### config.mk
export PLATFORM = sky130hd
export DESIGN_NAME = euc_to_tron_code_decoder_unit
export DESIGN_NICKNAME = d
export VERILOG_FILES = /design/src/hdl/e2t_pkg.sv /design/src/hdl/e2t_remap.sv /design/src/hdl/e2t_step.sv /design/src/hdl/euc_to_tron_code_decoder_unit.sv
export SDC_FILE = /design/constraint.sdc
export NUM_CORES = 1
export LEC_CHECK = 0
export CAP_MARGIN = 20
export CORE_ASPECT_RATIO = 1.4
export CORE_MARGIN = 2
export CORE_UTILIZATION = 50
export CTS_BUF_LIST = sky130_fd_sc_hd__clkbuf_4 sky130_fd_sc_hd__clkbuf_8 sky130_fd_sc_hd__clkbuf_16
export CTS_CLUSTER_SIZE = 16
export DETAILED_ROUTE_END_ITERATION = 8
export DONT_BUFFER_PORTS = 1
export PLACE_DENSITY = 0.77
export SETUP_SLACK_MARGIN = 0.05
export SLEW_MARGIN = 20
export SYNTH_ARGS = -nofsm -noshare
export SYNTH_HDL_FRONTEND = slang
export SYNTH_SLANG_ARGS = --single-unit
### constraint.sdc
create_clock -name clk -period 14.3 [get_ports clk]
set_clock_uncertainty 0.15 [all_clocks]
set_input_delay 1.43 -clock clk [delete_from_list [all_inputs] [get_ports clk]]
set_output_delay 1.43 -clock clk [all_outputs]
set_load 0.01 [all_outputs]
### src/hdl/e2t_pkg.sv
package e2t_pkg;

  // Charset register codes
  localparam logic [1:0] CS_EUC_JP = 2'd0;
  localparam logic [1:0] CS_EUC_CN = 2'd1;
  localparam logic [1:0] CS_EUC_KR = 2'd2;

  // Result status codes
  localparam logic [1:0] ST_OK    = 2'd0;
  localparam logic [1:0] ST_TRUNC = 2'd1;
  localparam logic [1:0] ST_BAD   = 2'd2;

  typedef enum logic [2:0] {
    PH_IDLE,
    PH_SECOND,
    PH_X0212,
    PH_TPLANE,
    PH_TROW,
    PH_TCELL
  } phase_t;

  typedef struct packed {
    logic        emit;
    logic [31:0] code;
    logic [1:0]  status;
  } result_t;

  // JIS X 0212 row remap; zero means keep the row byte as it is
  function automatic logic [7:0] x0212_row(input logic [6:0] idx);
    logic [7:0] r;
    r = 8'h00;
    if (idx >= 7'd16 && idx <= 7'd32) begin
      r = 8'hDE + {1'b0, idx};
    end else if (idx >= 7'd110 && idx <= 7'd126) begin
      r = 8'd34 + {1'b0, idx};
    end else begin
      case (idx)
        7'd7:    r = 8'hA1;
        7'd8:    r = 8'hA3;
        7'd9:    r = 8'hA4;
        7'd10:   r = 8'hA5;
        7'd11:   r = 8'hA8;
        7'd12:   r = 8'hAC;
        7'd13:   r = 8'hAD;
        7'd14:   r = 8'hAE;
        7'd15:   r = 8'hAF;
        7'd33:   r = 8'h87;
        7'd35:   r = 8'h88;
        7'd36:   r = 8'h89;
        7'd37:   r = 8'h8A;
        7'd40:   r = 8'h8B;
        7'd44:   r = 8'h8C;
        7'd45:   r = 8'h8D;
        7'd46:   r = 8'h8E;
        7'd47:   r = 8'h8F;
        default: r = 8'h00;
      endcase
    end
    return r;
  endfunction

  // A code byte must lie in 0x21..0xFD and not be DEL
  function automatic logic byte_bad(input logic [7:0] b);
    return (b == 8'h7F) || (b < 8'h21) || (b > 8'hFD);
  endfunction

endpackage

### src/hdl/e2t_remap.sv
// 94-by-126 row remap for EUC-CN and EUC-KR, truncating division by 126.
module e2t_remap (
  input  logic [7:0]  lead,
  input  logic [7:0]  trail,
  input  logic        korean,
  output logic [31:0] code
);

  localparam logic [14:0] RECIP = 15'd16645;  // ceil(2^21 / 126)

  logic signed [8:0]  cr;
  logic signed [8:0]  dr;
  logic signed [15:0] t;
  logic               neg;
  logic [13:0]        mag;
  logic [28:0]        prod;
  logic [7:0]         q;
  logic [13:0]        rem_wide;
  logic [6:0]         rem;
  logic [7:0]         base;
  logic [7:0]         hi;
  logic [7:0]         lo;

  always_comb begin
    cr       = $signed({1'b0, lead}) - 9'sd161;
    dr       = $signed({1'b0, trail}) - 9'sd161;
    t        = 16'(cr) * 16'sd94 + 16'(dr);
    neg      = t[15];
    mag      = neg ? 14'(-t) : 14'(t);
    prod     = 29'(mag) * 29'(RECIP);
    q        = prod[28:21];
    rem_wide = mag - 14'(q) * 14'd126;
    rem      = rem_wide[6:0];
    base     = korean ? 8'hB7 : 8'h21;
    hi       = neg ? (base - q) : (base + q);
    lo       = neg ? (8'h80 - {1'b0, rem}) : (8'h80 + {1'b0, rem});
    code     = {8'h00, 8'h21, hi, lo};
  end

endmodule

### src/hdl/e2t_step.sv
// Per-byte decode: sequence state and the result of the current byte.
module e2t_step (
  input  logic              clk,
  input  logic              rst,
  input  logic              step_en,
  input  logic [7:0]        b,
  input  logic [1:0]        charset,
  output e2t_pkg::result_t  res
);

  localparam logic [31:0] ASCII_PLANE = 32'h0070_2200;
  localparam logic [31:0] KANA_PLANE  = 32'h0070_2300;
  localparam logic [31:0] X0212_MASK  = 32'h0021_0080;
  localparam logic [31:0] X0208_MASK  = 32'h0021_8080;

  e2t_pkg::phase_t phase, phase_next;
  logic [7:0]  lead_byte, lead_byte_next;
  logic [7:0]  second_byte, second_byte_next;
  logic [15:0] plane_acc, plane_acc_next;

  logic [31:0] remap_code;
  logic [31:0] v;
  logic        fin;
  logic        trunc;
  logic        emit;
  logic [7:0]  row;
  logic [31:0] p;
  logic [31:0] sw;
  logic [31:0] tron;

  e2t_remap u_remap (
    .lead   (lead_byte),
    .trail  (b),
    .korean (charset == e2t_pkg::CS_EUC_KR),
    .code   (remap_code)
  );

  always_ff @(posedge clk) begin
    if (rst) begin
      phase <= e2t_pkg::PH_IDLE;
    end else if (step_en) begin
      phase <= phase_next;
    end
  end

  always_ff @(posedge clk) begin
    if (step_en) begin
      lead_byte   <= lead_byte_next;
      second_byte <= second_byte_next;
      plane_acc   <= plane_acc_next;
    end
  end

  // EUC-TRON final byte: row/cell folding onto the plane prefix
  always_comb begin
    p  = {plane_acc, 16'h0000} + {16'h0000, second_byte, 8'h00} + {24'h000000, b};
    sw = {p[31:16], 16'h0000} + {16'h0000, b, 8'h00} + {24'h000000, second_byte};
    case (lead_byte)
      8'h88:   tron = p ^ 32'h0000_8080;
      8'h89:   tron = p ^ 32'h0000_0080;
      8'h8A:   tron = p ^ 32'h0000_8000;
      8'h8B:   tron = p;
      8'h8C:   tron = (second_byte < 8'hC0) ? p - 32'h0000_2080 : sw - 32'h0000_8040;
      default: begin
        if (second_byte < 8'hC0) begin
          tron = p - 32'h0000_2000;
        end else if (second_byte < 8'hE0) begin
          tron = sw - 32'h0000_0040;
        end else begin
          tron = p - 32'h0000_6060;
        end
      end
    endcase
  end

  always_comb begin
    row = e2t_pkg::x0212_row(second_byte[6:0]);
    if (row == 8'h00) begin
      row = second_byte;
    end
  end

  always_comb begin
    phase_next       = phase;
    lead_byte_next   = lead_byte;
    second_byte_next = second_byte;
    plane_acc_next   = plane_acc;
    v                = 32'h0;
    fin              = 1'b0;
    trunc            = 1'b0;
    emit             = 1'b0;
    case (phase)
      e2t_pkg::PH_SECOND: begin
        if (b < 8'h80) begin
          trunc      = 1'b1;
          phase_next = e2t_pkg::PH_IDLE;
        end else if (charset == e2t_pkg::CS_EUC_CN || charset == e2t_pkg::CS_EUC_KR) begin
          fin        = 1'b1;
          v          = remap_code;
          phase_next = e2t_pkg::PH_IDLE;
        end else if (charset != e2t_pkg::CS_EUC_JP) begin
          fin        = 1'b1;
          phase_next = e2t_pkg::PH_IDLE;
        end else if (lead_byte == 8'h8F) begin
          second_byte_next = b;
          phase_next       = e2t_pkg::PH_X0212;
        end else if (lead_byte == 8'h8E) begin
          fin        = 1'b1;
          v          = {24'h000000, b} + KANA_PLANE;
          phase_next = e2t_pkg::PH_IDLE;
        end else if (lead_byte >= 8'h88 && lead_byte <= 8'h8D) begin
          if (b == 8'h90 || b == 8'h91) begin
            plane_acc_next = b[0] ? 16'h0000 : 16'hFFC0;
            phase_next     = e2t_pkg::PH_TPLANE;
          end else if (b == 8'h80) begin
            plane_acc_next = 16'h0080;
            phase_next     = e2t_pkg::PH_TPLANE;
          end else begin
            plane_acc_next = 16'hFF80 + {8'h00, b};
            phase_next     = e2t_pkg::PH_TROW;
          end
        end else begin
          fin        = 1'b1;
          v          = {16'h0000, lead_byte, 8'h00} ^ {24'h000000, b} ^ X0208_MASK;
          phase_next = e2t_pkg::PH_IDLE;
        end
      end
      e2t_pkg::PH_X0212: begin
        phase_next = e2t_pkg::PH_IDLE;
        if (b < 8'h80) begin
          trunc = 1'b1;
        end else begin
          fin = 1'b1;
          v   = {16'h0000, row, 8'h00} ^ {24'h000000, b} ^ X0212_MASK;
        end
      end
      e2t_pkg::PH_TPLANE: begin
        if (b == 8'h80) begin
          plane_acc_next = plane_acc + 16'h0100;
        end else begin
          plane_acc_next = plane_acc + {8'h00, b};
          phase_next     = e2t_pkg::PH_TROW;
        end
      end
      e2t_pkg::PH_TROW: begin
        second_byte_next = b;
        phase_next       = e2t_pkg::PH_TCELL;
      end
      e2t_pkg::PH_TCELL: begin
        fin        = 1'b1;
        v          = tron;
        phase_next = e2t_pkg::PH_IDLE;
      end
      default: begin
        phase_next = e2t_pkg::PH_IDLE;
        if (b == 8'h20) begin
          emit = 1'b1;
          v    = 32'h0000_0020;
        end else if (b < 8'h7F) begin
          emit = 1'b1;
          v    = {24'h000000, b} + ASCII_PLANE;
        end else begin
          lead_byte_next = b;
          phase_next     = e2t_pkg::PH_SECOND;
        end
      end
    endcase

    res.emit = emit || fin || trunc;
    res.code = v;
    if (trunc) begin
      res.status = e2t_pkg::ST_TRUNC;
    end else if (fin && (e2t_pkg::byte_bad(v[7:0]) || e2t_pkg::byte_bad(v[15:8])
                         || e2t_pkg::byte_bad(v[23:16]))) begin
      res.status = e2t_pkg::ST_BAD;
    end else begin
      res.status = e2t_pkg::ST_OK;
    end
  end

endmodule

### src/hdl/euc_to_tron_code_decoder_unit.sv
// EUC to TRON character code decoder.
//
// Input channel (in_valid/in_ready/in_byte) takes one byte of EUC-JP,
// EUC-TRON, EUC-CN or EUC-KR text per item. Output channel
// (out_valid/out_ready/tron_code/status) gives one 32-bit TRON code each
// time a character is finished; lead and middle bytes give no item.
// status: 0 ok, 1 truncated sequence (code zero), 2 invalid code (the
// rejected code is shown). After an error the decoder is back at idle.
// Config channel (cfg_valid/cfg_ready/charset_mode) selects the charset;
// it is always ready. The user must write it only while no sequence is open;
// the block itself does not enforce this. Throughput: one byte per cycle,
// sustained while out_ready stays high. The byte is held in an input register,
// decoded combinationally and its result lands in the output register.
// When the receiver stalls the output register holds its item and the
// input register fills; in_ready drops once both are occupied.
// Reset clears the sequence state to idle, empties both registers and
// sets the charset to EUC-JP.
module euc_to_tron_code_decoder_unit (
  input  logic        clk,
  input  logic        rst,
  input  logic        in_valid,
  output logic        in_ready,
  input  logic [7:0]  in_byte,
  output logic        out_valid,
  input  logic        out_ready,
  output logic [31:0] tron_code,
  output logic [1:0]  status,
  input  logic        cfg_valid,
  output logic        cfg_ready,
  input  logic [1:0]  charset_mode
);

  logic              in_full;
  logic [7:0]        in_data;
  logic [1:0]        charset;
  logic              step_en;
  e2t_pkg::result_t  res;

  // advance the held byte whenever the output register can take a result
  assign step_en   = in_full && (!out_valid || out_ready);
  assign in_ready  = !in_full || step_en;
  assign cfg_ready = 1'b1;

  always_ff @(posedge clk) begin
    if (rst) begin
      charset <= e2t_pkg::CS_EUC_JP;
    end else if (cfg_valid) begin
      charset <= charset_mode;
    end
  end

  // input register: hold a byte until the decode step takes it
  always_ff @(posedge clk) begin
    if (rst) begin
      in_full <= 1'b0;
    end else if (in_valid && in_ready) begin
      in_full <= 1'b1;
    end else if (step_en) begin
      in_full <= 1'b0;
    end
  end

  always_ff @(posedge clk) begin
    if (in_valid && in_ready) begin
      in_data <= in_byte;
    end
  end

  e2t_step u_step (
    .clk     (clk),
    .rst     (rst),
    .step_en (step_en),
    .b       (in_data),
    .charset (charset),
    .res     (res)
  );

  // output register: load a finished item, drop it once taken
  always_ff @(posedge clk) begin
    if (rst) begin
      out_valid <= 1'b0;
    end else if (step_en && res.emit) begin
      out_valid <= 1'b1;
    end else if (out_ready) begin
      out_valid <= 1'b0;
    end
  end

  always_ff @(posedge clk) begin
    if (step_en && res.emit) begin
      tron_code <= res.code;
      status    <= res.status;
    end
  end

endmodule
==> results of run 1 <==
sequential cells by signal, summed over array words and instances, names as in the netlist, 2 cells and up, named ones only:
signal and count:
tron_code 32, charset 2, u_step.second_byte 8, u_step.plane_acc 16, in_data 8, status 2
u_step.lead_byte 8, u_step.phase 3
layout by cell type (no fill, tap or decap), types with 11 or more instances in the layout:
master / netlist / layout
a211oi_1: 15 / 13
a21o_1: 31 / 31
a21oi_1: 116 / 106
a31oi_1: 16 / 13
and2_1: 17 / 13
and3_1: 13 / 13
buf_4: 1 / 97
dfxtp_1: 13 / 13
edfxtp_1: 74 / 74
fa_1: 37 / 34
ha_1: 175 / 148
ha_4: 0 / 23
inv_1: 161 / 139
inv_2: 1 / 21
mux2i_1: 12 / 11
nand2_1: 126 / 119
nand2b_1: 18 / 17
nand3_1: 40 / 38
nand4_1: 14 / 14
nor2_1: 131 / 123
nor3_1: 34 / 30
nor4_1: 17 / 16
o211ai_1: 13 / 13
o21a_1: 14 / 11
o21ai_0: 67 / 59
o221ai_1: 14 / 12
or3_1: 17 / 16
xnor2_1: 76 / 69
xor2_1: 37 / 33
synthesized netlist by cell type (8+ instances only):
cell type  number
ha_1          175
inv_1         161
nor2_1        131
nand2_1       126
a21oi_1       116
xnor2_1        76
edfxtp_1       74
o21ai_0        67
clkbuf_1       56
nand3_1        40
fa_1           37
xor2_1         37
nor3_1         34
a21o_1         31
nand2b_1       18
and2_1         17
nor4_1         17
or3_1          17
a31oi_1        16
a211oi_1       15
nand4_1        14
o21a_1         14
o221ai_1       14
and3_1         13
dfxtp_1        13
o211ai_1       13
mux2i_1        12
nor2b_1        12
o31ai_1        10
o21bai_1        9
o22ai_1         8
metrics by stage:
stage	cell area (µm²)	setup slack (ns)	hold slack, ns	instances
after CTS	14100	0.0644	0.399	1879
after detailed placement	13500	-0.280	0.379	1847
after global routing	14700	-0.538	0.400	1905
after floorplan	12900	0.0939	0.310	1531
after global placement	13500	0.117	0.326	1846
final	14700	-0.0649	0.396	1905
worst paths after layout:
| check | slack, ns | cells past startpoint | from | end |
|---|---|---|---|---|
| min | 0.40 | 2 | charset[0] | charset[0] |
| max | -0.06 | 62 | u_step.lead_byte[0] | status[1] |
| min reg2reg | 0.40 | 2 | charset[0] | charset[0] |
| max reg2reg | -0.06 | 62 | u_step.lead_byte[0] | status[1] |
repair_timing:
item,4_1_cts,5_1_grt
endpoints found under the hold margin,0,0
pin swaps,36,64
buffers inserted,16,26
gates resized for setup,33,83
setup endpoints to repair,1,3
final cells by class:
| cell class | count | area, µm² |
|---|---|---|
| multi-input combinational | 1218 | 10100 |
| fill | 2102 | 9980 |
| sequential | 87 | 2480 |
| timing repair buffer | 106 | 850 |
| inverter | 163 | 618 |
| tap | 315 | 394 |
| clock buffer | 9 | 225 |
| clock inverter | 7 | 72.6 |
cells by family after synthesis:
group / after synthesis / share of synthesized area (%)
xor+xnor: 116 / 8.45
buf+inv: 226 / 6.90
mux: 15 / 1.26
other cells: 1 / 0.0300
fa+ha+maj: 213 / 23.5
compound gates: 395 / 21.2
flops: 87 / 19.8
simple gates: 478 / 18.9
routing by layer:
metal	part of all wire [%]	track usage, %
met3	5.5	3.29
met2	51	52.2
met5	0	0
met4	7.9	18.6
met1	35	30.3
critical path, delay by kind of cell, from the launching register on:
| family | cells | cell delay [ns] |
|---|---|---|
| AOI/OAI and AO/OA | 18 | 3.03 |
| xor gates and xnor gates | 8 | 1.43 |
| adders and majority gates | 17 | 6.20 |
| DFF | 1 | 0.44 |
| buffers and inverters | 13 | 1.19 |
| and+or+nand+nor | 6 | 1.75 |
==> metrics.txt, run 1 <==
status=complete, but fails checks; failing checks=setup timing; Die Wd=roughly 140 µm; largest area contributor in the netlist=edfxtp_1; Top FF cell, synth=edfxtp_1; CP startpoint kind=register; Yosys reg bits=87; Least-Margin Pin Slew=1.16 ns; first-pass GRT wire length=just under 60000 µm; setup tns final=-0.0649 ns; IO Pins=52; Max Cap Viol=0; ANT nets after route=0; crit-path most repeated cell=ha_4; Tcrit/Tclk final=100%; Initial DRC Count=roughly 960; critical path endpoint category=register; setup violators final=1; GPL Wtd Cong=1.02; Slew headroom=21.5%; area of the core=~25000 µm²; initial antenna violation count=0; WP data required=14.35 ns; PortBufs=0; CP Class=reg -> reg; Post-Syn Instances=1531; hold buffer count at CTS=0; post-synth net total=1758; DR vias/cell=6.28; CP Max Fanout=6; PnR worst setup slack=-0.0649 ns; P&R area growth vs syn=17.4%; H-tree depth=3; Initial Util=50.7%; Post-route DRC=0; dpl hpwl=29400 µm; ANT cells=0; largest net degree at the start of global routing=45; global route overflow=0; RSZ-0062 raised after global routing=yes; Layout Nets=1812; Hold Fails Final Rpt=0; clock tree buffer depth=2; vias in the first global route=11700; main area contributors after synthesis=edfxtp_1 18%, ha_1 17%, fa_1 5.9%; max frequency=69.6 MHz; ys async rst share=0%; post-route minimum period=14.36 ns; Post-Syn Area=12500 µm²; Clock Latency Late Sink=0.35 ns; detailed-route wire length=39000 µm; Root Buffer=clkbuf_16; fraction of layout cells with a size suffix above 1=17.8%; routed len/inst=between 20 and 25 µm; EDFF count, synth=74; vias=12000; Yosys top cell area share=17.8%; Seq/Total Area, Yosys=19.8%; # clock sinks=87; gr usage total=28.5%; router iterations before antenna repair=5; CTS Buf Count=9; Yosys cell types=96; worst path arrival time=14.41 ns; die area=26300 µm²; Util after Layout=between 50% and 60%; CTS tree=yes; Syn. warnings=0; FP Rows=68; Worst-path clk slew=roughly 0.070 ns; syn_area_per_cell=8.18 µm²; slowest cell on the critical path=fa_1; Die Y-Extent=~190 µm; hold crit path type=reg -> reg; max incr delay on CP=approximately 0.58 ns; fin. max-slew vios=0
Power of run 1 is left out: the tool's default activity adds up to more than one toggle a clock period on the data nets, which glitch-free logic cannot reach.
==> inputs of run 2 (changes only) <==
--- a/config.mk
+++ b/config.mk
@@ -14,6 +14,7 @@
 export DETAILED_ROUTE_END_ITERATION = 8
 export DONT_BUFFER_PORTS = 1
 export PLACE_DENSITY = 0.77
+export REMOVE_ABC_BUFFERS = 1
 export SETUP_SLACK_MARGIN = 0.05
 export SLEW_MARGIN = 20
 export SYNTH_ARGS = -nofsm -noshare
==> metrics.txt, run 2 (same netlist as run 1, synthesis figures left out) <==
status=complete, but fails checks (unchanged); failing checks=setup timing (unchanged); DR vias/cell=6.30 (was 6.28); Sequential Area=2480 µm² (unchanged); global route overflow=0 (unchanged); CP startpoint kind=register (unchanged); P&R area growth vs syn=21.7% (was 17.4%); met3 Use GR=5.25% (was 3.29%); CP bufs+invs=15 (was 13); Initial Util=50.7% (unchanged); commonest non-fill, non-tap cells in the layout=184 x buf_4, 141 x ha_1, 136 x inv_1, 125 x nor2_1, 120 x nand2_1 (was 148 x ha_1, 139 x inv_1, 123 x nor2_1, 119 x nand2_1, 106 x a21oi_1); Fillers=2108 (was 2102); Least-Margin Pin Slew=1.00 ns (was 1.16 ns); fin. max-slew vios=0 (unchanged); GR peak layer=met2 (unchanged); area of the core=24700 µm² (unchanged); PnR worst setup slack=-0.0911 ns (was -0.0649 ns); Clock Latency Late Sink=0.36 ns (was 0.35 ns); worst path arrival time=14.34 ns (was 14.41 ns); critical path's top delay family=adder cells (unchanged); clock tree buffer depth=2 (unchanged); RSZ-0062 raised after global routing=yes (unchanged); largest net degree at the start of global routing=45 (unchanged); router iterations before antenna repair=6 (was 5); max reg flops=32 (unchanged); setup violators final=1 (unchanged); fraction of layout cells with a size suffix above 1=22.2% (was 17.8%); Tcrit/Tclk final=101% (was 100%); crit-path most repeated cell=ha_4 (unchanged); most flop-heavy register=tron_code (unchanged); dpl cell area=13800 µm² (was 13500 µm²); leading registers by flop count=tron_code: 32 flops, u_step.plane_acc: 16 flops (unchanged); CTS tree=yes (unchanged); Post-route DRC=0 (unchanged); critical path endpoint category=register (unchanged); die area=26300 µm² (unchanged); Hold Fails Final Rpt=0 (unchanged); Layout Nets=1899 (was 1812); M2 GR Usage=55.6% (was 52.2%); vias in the first global route=12700 (was 11700); routed len/inst=20.6 µm (was 20.5 µm); CP Class=reg -> reg (unchanged); vias=12500 (was 12000); Worst-path clk slew=0.06 ns (was 0.07 ns); WP data required=14.25 ns (was 14.35 ns); Slew headroom=32.6% (was 21.5%); gr usage total=31.1% (was 28.5%); detailed-route wire length=41100 µm (was 39000 µm); initial antenna violation count=0 (unchanged); design area=15200 µm² (was 14700 µm²); slowest cell on the critical path=fa_2 (was fa_1); ANT nets after route=0 (unchanged); hold buffer count at CTS=0 (unchanged); Die Y-Extent=191 µm (unchanged); Root Buffer=clkbuf_16 (unchanged); most common cell after layout, fill and taps aside=buf_4 (was ha_1); IO Pins=52 (unchanged); first-pass GRT wire length=64100 µm (was 58900 µm); max incr delay on CP=0.60 ns (was 0.58 ns); ANT cells=0 (unchanged); FP Rows=68 (unchanged); met1 usage=31.7% (was 30.3%); GPL Wtd Cong=0.965 (was 1.02); H-tree depth=3 (unchanged); dpl hpwl=30000 µm (was 29400 µm); post-route minimum period=14.39 ns (was 14.36 ns); Util after Layout=61.7% (was 59.6%); WHS=0.366 ns (was 0.396 ns); # clock sinks=87 (unchanged); Max Cap Viol=0 (unchanged); CP Max Fanout=7 (was 6); area of the multi-input gates=9980 µm² (was 10100 µm²); Die Wd=138 µm (unchanged); hold crit path type=reg -> reg (unchanged); PortBufs=0 (unchanged); max frequency=69.5 MHz (was 69.6 MHz); CTS Buf Count=9 (unchanged); Initial DRC Count=965 (was 956)
==> run 2: changes by cell type in the layout (fill, tap and decap cells not counted), sizes merged <==
cell,delta
buf,+87
clkbuf,+1
clkinvlp,-1
==> run 2: final timing paths <==
path	to	depth (start not counted)	start	slack (ns)
min reg2reg	charset[0]	2	charset[0]	0.37
min	charset[0]	2	charset[0]	0.37
max	status[1]	66	u_step.lead_byte[1]	-0.09
max reg2reg	status[1]	66	u_step.lead_byte[1]	-0.09
==> run 2: timing repair <==
item	4_1_cts	5_1_grt
pin swaps	81	73
endpoints found under the setup margin	3	5
setup buffers	30	13
gates resized for setup	125	48
==> run 2: through the flow <==
| step | setup TNS (ns) | std cells | worst slack, ns |
|---|---|---|---|
| 6_report | -0.0911 | 1992 | -0.0911 |
| 5_1_grt | -0.608 | 1992 | -0.567 |
| 4_1_cts | 0 | 1980 | 0.0460 |
| 3_5_place_dp | -0.876 | 1935 | -0.595 |
| 3_3_place_gp | -0.257 | 1935 | -0.257 |
| 2_1_floorplan | -2.61 | 1468 | -1.19 |
==> run 2: layout make-up <==
type | count | share of cell area, %
Multi-Input combinational cell | 1218 | 65.5
Inverter | 163 | 4.03
Clock buffer | 10 | 1.53
Tap cell | 315 | 2.59
Clock inverter | 6 | 0.337
Timing Repair Buffer | 193 | 9.73
Sequential cell | 87 | 16.3
==> run 2: worst register-to-register path: cells and delay by family, from the launching register on <==
family                     cells  cell delay [ns]
AOI/OAI and AO/OA             16             2.69
xor gates and xnor gates       6             1.07
adders and majority gates     19             6.40
buffers and inverters         15             1.32
DFF                            1             0.43
and+or+nand+nor               10             2.09
==> run 2: metal layers <==
metal  vias up  wire [µm]
li1       5778          -
met1      5911      14100
met2       600      20800
met3       255       2400
met4         0       3710
met5         -          0
Power of run 2 is left out for the same reason.
